--- config.mk ---
export PLATFORM = sky130hd
export DESIGN_NAME = palette_update_stream_parser
export DESIGN_NICKNAME = d
export VERILOG_FILES = /design/src/rtl/core/pusp_pkg.sv /design/src/rtl/core/palette_update_stream_parser.sv /design/src/rtl/core/pusp_datapath.sv /design/src/rtl/core/pusp_controller.sv
export SDC_FILE = /design/constraint.sdc
export NUM_CORES = 1
export LEC_CHECK = 0
export BUFFER_PORTS_ARGS = -buffer_cell sky130_fd_sc_hd__buf_4
export CORE_ASPECT_RATIO = 0.9
export CORE_MARGIN = 5
export CORE_UTILIZATION = 38
export CTS_BUF_LIST = sky130_fd_sc_hd__clkbuf_4 sky130_fd_sc_hd__clkbuf_8 sky130_fd_sc_hd__clkbuf_16
export DETAILED_ROUTE_END_ITERATION = 16
export PLACE_DENSITY_LB_ADDON = 0.25
export SLEW_MARGIN = 20
export SYNTH_ARGS = -nofsm -noshare
export SYNTH_HDL_FRONTEND = slang
export SYNTH_HIERARCHICAL = 1
export SYNTH_SLANG_ARGS = --single-unit
--- constraint.sdc ---
create_clock -name clk -period 3.8 [get_ports clk]
set_clock_uncertainty 0.15 [all_clocks]
set_input_delay 0.57 -clock clk [delete_from_list [all_inputs] [get_ports clk]]
set_output_delay 0.57 -clock clk [all_outputs]
set_load 0.02 [all_outputs]
--- src/rtl/core/pusp_pkg.sv ---
// Package for the palette update stream parser.
// Holds the parser state type, the command and status structs passed between
// controller and datapath, and the result codes. It depends on nothing.
`timescale 1ns / 1ps

package pusp_pkg;

  localparam logic [1:0] KIND_WRITE = 2'd0;
  localparam logic [1:0] KIND_DONE  = 2'd1;
  localparam logic [1:0] KIND_TRUNC = 2'd2;

  // Upper eleven bits of an address inside the palette window at 3F00h.
  localparam logic [10:0] PAL_WINDOW_TAG = 11'h1F8;
  localparam logic [15:0] STEP_WIDE      = 16'd32;
  localparam logic [15:0] STEP_NARROW    = 16'd1;
  localparam logic [6:0]  COUNT_FULL     = 7'd64;

  typedef enum logic [2:0] {
    ST_ADDR_HI,
    ST_ADDR_LO,
    ST_CTRL,
    ST_VALUE,
    ST_DATA,
    ST_DRAIN,
    ST_REPEAT,
    ST_TRUNC
  } state_t;

  typedef struct packed {
    logic       load_hi;
    logic       load_lo;
    logic       load_ctrl;
    logic       hold_value;
    logic       advance;
    logic       src_hold;
    logic       clear_remaining;
    logic       emit;
    logic [1:0] emit_kind;
    logic       emit_last;
  } cmd_t;

  typedef struct packed {
    logic in_window;
    logic more_writes;
    logic rem_one;
    logic eos_hold;
    logic out_free;
  } status_t;

endpackage

--- src/rtl/core/palette_update_stream_parser.sv ---
// Palette update stream parser. Results appear in the cycle after the byte transfer that
// causes them. A repeat value byte is followed by one step per unit of its count (1 to
// 64), one step per cycle while the output is free, each writing out if in the window,
// and a truncation after a repeat byte or an in-window data write takes one more step.
// The input stalls during those steps and while a result waits in a stalled output register.
// Synchronous reset returns the parser to awaiting an address high byte and empties output.
`timescale 1ns / 1ps

module palette_update_stream_parser import pusp_pkg::*; (
  input  logic       clk,
  input  logic       rst,
  input  logic       byte_valid,
  output logic       byte_stall,
  input  logic [7:0] data_byte,
  input  logic       end_of_stream,
  output logic       result_valid,
  input  logic       result_stall,
  output logic [1:0] kind,
  output logic [4:0] pal_index,
  output logic [7:0] pal_value,
  output logic       last
);

  cmd_t    cmd;
  status_t status;

  pusp_controller u_controller (
    .clk           (clk),
    .rst           (rst),
    .byte_valid    (byte_valid),
    .byte_bit7     (data_byte[7]),
    .byte_bit6     (data_byte[6]),
    .end_of_stream (end_of_stream),
    .status        (status),
    .byte_stall    (byte_stall),
    .cmd           (cmd)
  );

  pusp_datapath u_datapath (
    .clk           (clk),
    .rst           (rst),
    .cmd           (cmd),
    .data_byte     (data_byte),
    .end_of_stream (end_of_stream),
    .result_stall  (result_stall),
    .status        (status),
    .result_valid  (result_valid),
    .kind          (kind),
    .pal_index     (pal_index),
    .pal_value     (pal_value),
    .last          (last)
  );

endmodule

--- src/rtl/core/pusp_datapath.sv ---
// Datapath of the palette update stream parser: address, step and count
// registers, the held repeat value and the result register.
// Depends on pusp_pkg.
`timescale 1ns / 1ps

module pusp_datapath import pusp_pkg::*; (
  input  logic       clk,
  input  logic       rst,
  input  cmd_t       cmd,
  input  logic [7:0] data_byte,
  input  logic       end_of_stream,
  input  logic       result_stall,
  output status_t    status,
  output logic       result_valid,
  output logic [1:0] kind,
  output logic [4:0] pal_index,
  output logic [7:0] pal_value,
  output logic       last
);

  logic [15:0] target_address;
  logic        step_by_32;
  logic [6:0]  remaining;
  logic [7:0]  value_hold;
  logic        eos_hold;
  logic [7:0]  write_value;
  logic [15:0] step_amount;

  assign write_value = cmd.src_hold ? value_hold : data_byte;
  assign step_amount = step_by_32 ? STEP_WIDE : STEP_NARROW;

  assign status.in_window   = (target_address[15:5] == PAL_WINDOW_TAG);
  assign status.more_writes = !step_by_32 && (remaining > 7'd1) &&
                              (target_address[4:0] != 5'h1F);
  assign status.rem_one     = (remaining == 7'd1);
  assign status.eos_hold    = eos_hold;
  assign status.out_free    = !result_valid || !result_stall;

  always_ff @(posedge clk) begin
    if (rst) begin
      target_address <= '0;
      step_by_32     <= 1'b0;
      remaining      <= '0;
      eos_hold       <= 1'b0;
    end else begin
      if (cmd.load_hi) begin
        target_address <= {data_byte, 8'h00};
      end else if (cmd.load_lo) begin
        target_address <= {target_address[15:8], data_byte};
      end else if (cmd.advance) begin
        target_address <= target_address + step_amount;
      end
      if (cmd.load_ctrl) begin
        step_by_32 <= data_byte[7];
      end
      if (cmd.clear_remaining) begin
        remaining <= '0;
      end else if (cmd.load_ctrl) begin
        remaining <= (data_byte[5:0] == 6'd0) ? COUNT_FULL : {1'b0, data_byte[5:0]};
      end else if (cmd.advance && remaining != 7'd0) begin
        remaining <= remaining - 7'd1;
      end
      if (cmd.hold_value) begin
        eos_hold <= end_of_stream;
      end
    end
  end

  always_ff @(posedge clk) begin
    if (cmd.hold_value) begin
      value_hold <= data_byte;
    end
  end

  always_ff @(posedge clk) begin
    if (rst) begin
      result_valid <= 1'b0;
    end else if (cmd.emit) begin
      result_valid <= 1'b1;
    end else if (!result_stall) begin
      result_valid <= 1'b0;
    end
  end

  always_ff @(posedge clk) begin
    if (cmd.emit) begin
      kind <= cmd.emit_kind;
      last <= cmd.emit_last;
      if (cmd.emit_kind == KIND_WRITE) begin
        pal_index <= target_address[4:0];
        pal_value <= write_value;
      end else begin
        pal_index <= '0;
        pal_value <= '0;
      end
    end
  end

endmodule

--- src/rtl/core/pusp_controller.sv ---
// Controller of the palette update stream parser: tracks the record phase,
// sequences repeat writes and truncation results, and drives the input stall.
// Depends on pusp_pkg.
`timescale 1ns / 1ps

module pusp_controller import pusp_pkg::*; (
  input  logic    clk,
  input  logic    rst,
  input  logic    byte_valid,
  input  logic    byte_bit7,
  input  logic    byte_bit6,
  input  logic    end_of_stream,
  input  status_t status,
  output logic    byte_stall,
  output cmd_t    cmd
);

  state_t state;
  state_t state_next;
  logic   byte_state;
  logic   accept;

  always_comb begin
    unique case (state)
      ST_ADDR_HI, ST_ADDR_LO, ST_CTRL, ST_VALUE, ST_DATA, ST_DRAIN: byte_state = 1'b1;
      default: byte_state = 1'b0;
    endcase
  end

  assign byte_stall = !(byte_state && status.out_free);
  assign accept     = byte_valid && byte_state && status.out_free;

  always_ff @(posedge clk) begin
    if (rst) begin
      state <= ST_ADDR_HI;
    end else begin
      state <= state_next;
    end
  end

  always_comb begin
    state_next = state;
    unique case (state)
      ST_ADDR_HI: begin
        if (accept) begin
          if (byte_bit7) begin
            state_next = end_of_stream ? ST_ADDR_HI : ST_DRAIN;
          end else begin
            state_next = end_of_stream ? ST_ADDR_HI : ST_ADDR_LO;
          end
        end
      end
      ST_ADDR_LO: begin
        if (accept) begin
          state_next = end_of_stream ? ST_ADDR_HI : ST_CTRL;
        end
      end
      ST_CTRL: begin
        if (accept) begin
          if (end_of_stream) begin
            state_next = ST_ADDR_HI;
          end else begin
            state_next = byte_bit6 ? ST_VALUE : ST_DATA;
          end
        end
      end
      ST_VALUE: begin
        if (accept) begin
          state_next = ST_REPEAT;
        end
      end
      ST_DATA: begin
        if (accept) begin
          if (end_of_stream) begin
            state_next = status.in_window ? ST_TRUNC : ST_ADDR_HI;
          end else if (status.rem_one) begin
            state_next = ST_ADDR_HI;
          end
        end
      end
      ST_DRAIN: begin
        if (accept && end_of_stream) begin
          state_next = ST_ADDR_HI;
        end
      end
      ST_REPEAT: begin
        if (status.out_free && status.rem_one) begin
          state_next = status.eos_hold ? ST_TRUNC : ST_ADDR_HI;
        end
      end
      ST_TRUNC: begin
        if (status.out_free) begin
          state_next = ST_ADDR_HI;
        end
      end
      default: state_next = ST_ADDR_HI;
    endcase
  end

  always_comb begin
    cmd = '0;
    cmd.emit_kind = KIND_WRITE;
    unique case (state)
      ST_ADDR_HI: begin
        if (accept) begin
          if (byte_bit7) begin
            cmd.emit      = 1'b1;
            cmd.emit_kind = KIND_DONE;
            cmd.emit_last = 1'b1;
          end else begin
            cmd.load_hi = 1'b1;
            if (end_of_stream) begin
              cmd.emit            = 1'b1;
              cmd.emit_kind       = KIND_TRUNC;
              cmd.emit_last       = 1'b1;
              cmd.clear_remaining = 1'b1;
            end
          end
        end
      end
      ST_ADDR_LO, ST_CTRL: begin
        if (accept) begin
          cmd.load_lo   = (state == ST_ADDR_LO);
          cmd.load_ctrl = (state == ST_CTRL);
          if (end_of_stream) begin
            cmd.emit            = 1'b1;
            cmd.emit_kind       = KIND_TRUNC;
            cmd.emit_last       = 1'b1;
            cmd.clear_remaining = 1'b1;
          end
        end
      end
      ST_VALUE: begin
        cmd.hold_value = accept;
      end
      ST_DATA: begin
        if (accept) begin
          cmd.advance = 1'b1;
          if (status.in_window) begin
            cmd.emit      = 1'b1;
            cmd.emit_kind = KIND_WRITE;
            cmd.emit_last = !end_of_stream;
          end else if (end_of_stream) begin
            cmd.emit            = 1'b1;
            cmd.emit_kind       = KIND_TRUNC;
            cmd.emit_last       = 1'b1;
            cmd.clear_remaining = 1'b1;
          end
        end
      end
      ST_DRAIN: begin
      end
      ST_REPEAT: begin
        if (status.out_free) begin
          cmd.advance  = 1'b1;
          cmd.src_hold = 1'b1;
          if (status.in_window) begin
            cmd.emit      = 1'b1;
            cmd.emit_kind = KIND_WRITE;
            cmd.emit_last = !status.eos_hold && !status.more_writes;
          end
        end
      end
      ST_TRUNC: begin
        if (status.out_free) begin
          cmd.emit            = 1'b1;
          cmd.emit_kind       = KIND_TRUNC;
          cmd.emit_last       = 1'b1;
          cmd.clear_remaining = 1'b1;
        end
      end
      default: cmd = '0;
    endcase
  end

endmodule
==> impl_metrics.ini, run 1 <==
[outcome]
outcome = completed

[layout]
fin_cells = 442
final_util_pct = 45.0
drive_gt1_share_pct = 16.8
fin_nets = 367
design_area_um2 = 3440
syn_to_final_growth_pct = 13.6
antenna_cells = 0

[logic_synthesis]
synth_simple_gate_area_share_pct = 22.7
yosysWarnings = 6
synth-adder-area-share_pct = 3.71
synthArstFlopShare_pct = 0
synth.avg_cell_area_um2 = 9.53
syn_nets = 340
ys_ff_latch = 53
synth-seq-area-share_pct = 42.9
synth_top_area_share_pct = 23.8
synth-edff-count = 24
synth_cell_types = 69
post-synth-top-count-cell = nor2_1
synthMuxAreaShare_pct = 4.29
synth-main-ff-cell = dfxtp_1
netlist_top_cells_count = nor2_1, dfxtp_1, edfxtp_1, nand2_1
yosys.area.top_type = edfxtp_1
synth-compound-area-share_pct = 19.5
yosys-top-cells-area = edfxtp_1, dfxtp_1, nor2_1
synthCells = 318
synth-xor-area-share_pct = 2.02
syn_area_um2 = 3030
synth_top_family_by_area = simple AND/OR/NAND/NOR gates

[grt]
top_usage_layer = met2
track_usage_pct = 14.7
grt_pass1_vias = 2231
met2_usage_pct = 22.2
grt_antenna_before_repair = 0
grt_pass1_wl_um = 11800
grt_max_degree = 23
met1_usage_pct = 21.7
met3_usage_pct = 2.73
gr-total-overflow = 0

[clock_tree]
clk_latency_ns = 0.30
cts_buffers = 5
cts-hold-fix-buffers = 0
clk_pin_slew_worst_paths_ns = 0.09
htreeDepth = 2
root_buffer = clkbuf_8
cts_buffer_depth = 2
cts_tree = done
cts_sinks = 53
post_cts_buffers = 0
cts_resized = 0

[timing]
setup_violations = 0
slew_viol_final = 0
holdWs_ns = 0.346
setup_slack_ns = 0.793
fin_crit_sh_pct = 79.1
fin_setup_tns_ns = 0
hold_viol_final = 0
tightest_slew_ns = 0.797
period_needed_ns = 3.01
rsz0062_at_grt = false
timing.fmax_mhz = 333
slew_headroom_pct = 46.9

[power_and_ir_drop]
ir_worst_vdd_mv = 0.204
power_mw = 1.32
p_leak_nw = 1.25
power.density_nw_per_um2 = 384

[route]
wl_per_cell_um = 16.3
route.vias.total = 2484
ant_nets = 0
first_pass_iters = 4
post-route-drc-count = 0
drt_iter0_markers = 247
wl_um = 7200
viasPerCell = 5.62

[worst_setup_path]
cp.required_ns = 3.87
r2r_start = u_controller/state[0]
r2r-end = u_datapath/target_address[13]
startpoint_type = register
crit_start = u_controller/state[0]
crit_path_end_kind = register
path_class = register to register
crit_end = u_datapath/target_address[13]
cp_max_fo = 18
rr_worst_depth = 8
worst_ep_arrival_time_ns = 3.07
r2r_setup_slack_ns = 0.79

[job]
cap_violations = 0

[floorplan]
io_pins = 31
row_count = 30
coreArea_um2 = 7660
initial_utilization_pct = 39.6
dieWidth_um = 104
die_h_um = 94.7
die_area_um2 = 9870

[place]
place_area_um2 = 3330
place.gp.congestion = 0.864
place_ws_ns = 0.622
io_buffers = 30
hpwlAfterDp_um = 5170
dp_cells = 434

[min_path]
hold_path_class = input port to register
-- worst max-delay path: stages, from the launching register on --
cell and delay (ns):
dfxtp_1 0.50, or2b_1 0.36, nor2_1 0.10, buf_4 0.21, or2_2 0.35, and4b_1 0.30, nand3_2 0.18, or4_1 0.51
a311oi_1 0.26
-- sequential cells by signal, indices dropped and copies added, names as in the netlist, 2 cells and up --
signal and flops:
u_controller/state 3, u_datapath/value_hold 8, u_datapath/pal_index 5, u_datapath/remaining 7, u_datapath/kind 2, u_datapath/pal_value 8
u_datapath/target_address 16
-- where the power goes --
group	switching (mW)	total (mW)	internal (mW)
sequential	0.0287	0.672	0.643
clock	0.184	0.389	0.205
combinational	0.157	0.262	0.104
-- placed cells by master (no fill, tap or decap), types with 8 or more instances in the layout --
cell type   n
dfxtp_1    29
o21ai_0    11
ha_1        9
inv_1      14
nand2_1    18
mux2i_1    13
nor2_1     37
a21oi_1    14
or4_1       8
and2_1      8
edfxtp_1   24
buf_4      35
-- layout make-up --
class	instances	area (µm²)
tap	96	120
multi-input combinational	233	1580
sequential	53	1300
clock buffer	6	76.3
timing repair buffer	35	263
fill	731	4210
clock inverter	2	38.8
inverter	17	63.8
-- worst min-delay path by stage --
stage                     cells past startpoint                           from                             to
after floorplan                               2            u_datapath/eos_hold            u_datapath/eos_hold
after global placement                        2  u_datapath/target_address[13]  u_datapath/target_address[13]
after global routing                          1                   data_byte[2]       u_datapath/value_hold[2]
after CTS                                     1                   data_byte[2]       u_datapath/value_hold[2]
after detailed placement                      2        u_datapath/result_valid        u_datapath/result_valid
final                                         1                   data_byte[2]       u_datapath/value_hold[2]
-- per-layer routing --
layer  up-vias  part of all wire (%)
li1       1237                     -
met5         -                     0
met4         0                  0.87
met1      1188                    51
met2        54                    44
met3         5                   5.0
-- cells by family after synthesis --
logic type | after synthesis
compound gates | 80
fa+ha+maj | 9
xor+xnor | 7
flops | 53
mux | 13
buf+inv | 32
simple gates | 124
No activity file was read; power rests on OpenSTA's default activity.
==> run 2, diff against run 1 <==
==> constraint.sdc (replaced) <==
create_clock -name clk -period 2.4 [get_ports clk]
set_clock_uncertainty 0.15 [all_clocks]
set_input_delay 0.36 -clock clk [delete_from_list [all_inputs] [get_ports clk]]
set_output_delay 0.36 -clock clk [all_outputs]
set_load 0.02 [all_outputs]
==> run 2 against run 1 <==
- routed wire length rose by 4.1%
- power up 58%
- via count rose by 3.9%
- non-clock buffer count rose by 25
==> impl_metrics.ini, run 2 (same netlist as run 1, synthesis figures left out) <==
[outcome]
outcome = completed

[layout]
fin_nets = 392
antenna_cells = 0
drive_gt1_share_pct = 28.8
syn_to_final_growth_pct = 22.9
largestRegisters = u_datapath/target_address: 16 flops, u_datapath/pal_value: 8 flops, u_datapath/value_hold: 8 flops
fill_cells = 722
fin_cells = 467
final_common_cell = buf_4
regMostFlops = u_datapath/target_address
largest_reg_flops = 16
final_util_pct = 48.7
final_cell_mix = buf_4, nor2_1, dfxtp_1, edfxtp_1, nand2_1
design_area_um2 = 3730

[floorplan]
dieWidth_um = 104
io_pins = 31
row_count = 30
die_h_um = 94.7
initial_utilization_pct = 39.6
die_area_um2 = 9870
coreArea_um2 = 7660

[route]
first_pass_iters = 4
post-route-drc-count = 0
viasPerCell = 5.53
drt_iter0_markers = 161
route.vias.total = 2581
ant_nets = 0
wl_per_cell_um = 16.0
wl_um = 7490

[job]
cap_violations = 0

[timing]
tightest_slew_ns = 0.556
fin_setup_tns_ns = 0
setup_violations = 0
fin_crit_sh_pct = 98.8
hold_viol_final = 0
slew_viol_final = 0
rsz0062_at_grt = true
slew_headroom_pct = 62.6
period_needed_ns = 2.37
timing.fmax_mhz = 422

[grt]
top_usage_layer = met2
grt_pass1_vias = 2388
gr-total-overflow = 0
met1_usage_pct = 21.6
grt_pass1_wl_um = 12000
grt_antenna_before_repair = 0
grt_max_degree = 23
met3_usage_pct = 2.46
met2_usage_pct = 23.8
track_usage_pct = 15.2

[clock_tree]
cts_tree = done
cts_sinks = 53
cts_buffer_depth = 2
post_cts_buffers = 0
clk_latency_ns = 0.32
root_buffer = clkbuf_8
clk_pin_slew_worst_paths_ns = 0.11
cts-hold-fix-buffers = 0
htreeDepth = 2
cts_buffers = 5

[worst_setup_path]
startpoint_type = register
cp_max_fo = 8
r2r_setup_slack_ns = 0.03
worst_ep_arrival_time_ns = 2.40
crit_path_end_kind = register
crit_path_top_delay_cell = or4_4
slowest_delay_ns = 0.54
crit_chain = or4_4, nor4_4, inv_1, ha_2, a221o_1, or2_4, nor2_1
path_class = register to register
cp.required_ns = 2.43

[power_and_ir_drop]
p_leak_nw = 1.36
power_mw = 2.09
ir_worst_vdd_mv = 0.229
power.density_nw_per_um2 = 562

[place]
hpwlAfterDp_um = 5530
place_area_um2 = 3570
place.gp.congestion = 0.824
io_buffers = 30
dp_cells = 459

[min_path]
hold_path_class = input port to register
-- run 2: changes by cell type in the layout (fill, tap and decap cells not counted), moves of 3 or more --
cell	previous run	this run
o21ai_1	2	5
buf_4	35	59
nor2_2	0	9
nor2_1	37	28
or2_2	5	2
or2_4	0	3
o21ai_0	11	8
-- run 2: per-stage QoR --
stage	setup WS (ns)	hold slack [ns]
after floorplan	-0.0576	0.283
after global placement	-0.0186	0.339
after detailed placement	-0.0316	0.346
after CTS	0.0168	0.103
after global routing	-0.0817	0.103
final	0.0286	0.111
-- run 2: worst paths after layout --
path,endpoint,start,cells after the start
max reg2reg,u_datapath/pal_value[5],u_datapath/target_address[5],7
min,u_datapath/value_hold[2],data_byte[2],1
max,u_datapath/pal_value[5],u_datapath/target_address[5],7
min reg2reg,u_datapath/result_valid,u_datapath/result_valid,2
-- run 2: what timing repair did --
action / in CTS / in global routing
gates resized for setup: 2 / 21
pin swaps: 3 / 1
endpoints found under the setup margin: 16 / 20
cloned: 0 / 0
-- run 2: critical path: cells and delay by family (launching register included) --
kind	cells	cell delay [ns]
and+or+nand+nor	4	1.12
AOI/OAI and AO/OA	1	0.36
DFF	1	0.33
adders and majority gates	1	0.19
buffers and inverters	1	0.09
-- run 2: power by group --
part / internal, mW / switching, mW / total, mW
Sequential: 1.02 / 0.0376 / 1.06
Combinational: 0.216 / 0.281 / 0.497
Clock: 0.214 / 0.329 / 0.542
Total: 1.45 / 0.647 / 2.09
-- run 2: cell type report --
cell class,count,area [µm²],area share (%)
Multi-Input combinational cell,233,1680,45.1
Sequential cell,53,1300,35.0
Timing Repair Buffer,60,463,12.4
Tap cell,96,120,3.22
Clock buffer,5,68.8,1.85
Inverter,17,63.8,1.71
Clock inverter,3,25.0,0.671
-- run 2: routing by layer --
metal  up-vias  part of all wire, %  routed length [µm]
met4         0                  1.1                  79
met1      1225                   48                3590
met3         8                  4.8                 360
met2        55                   46                3460
li1       1293                    -                   -
met5         -                    0                   0
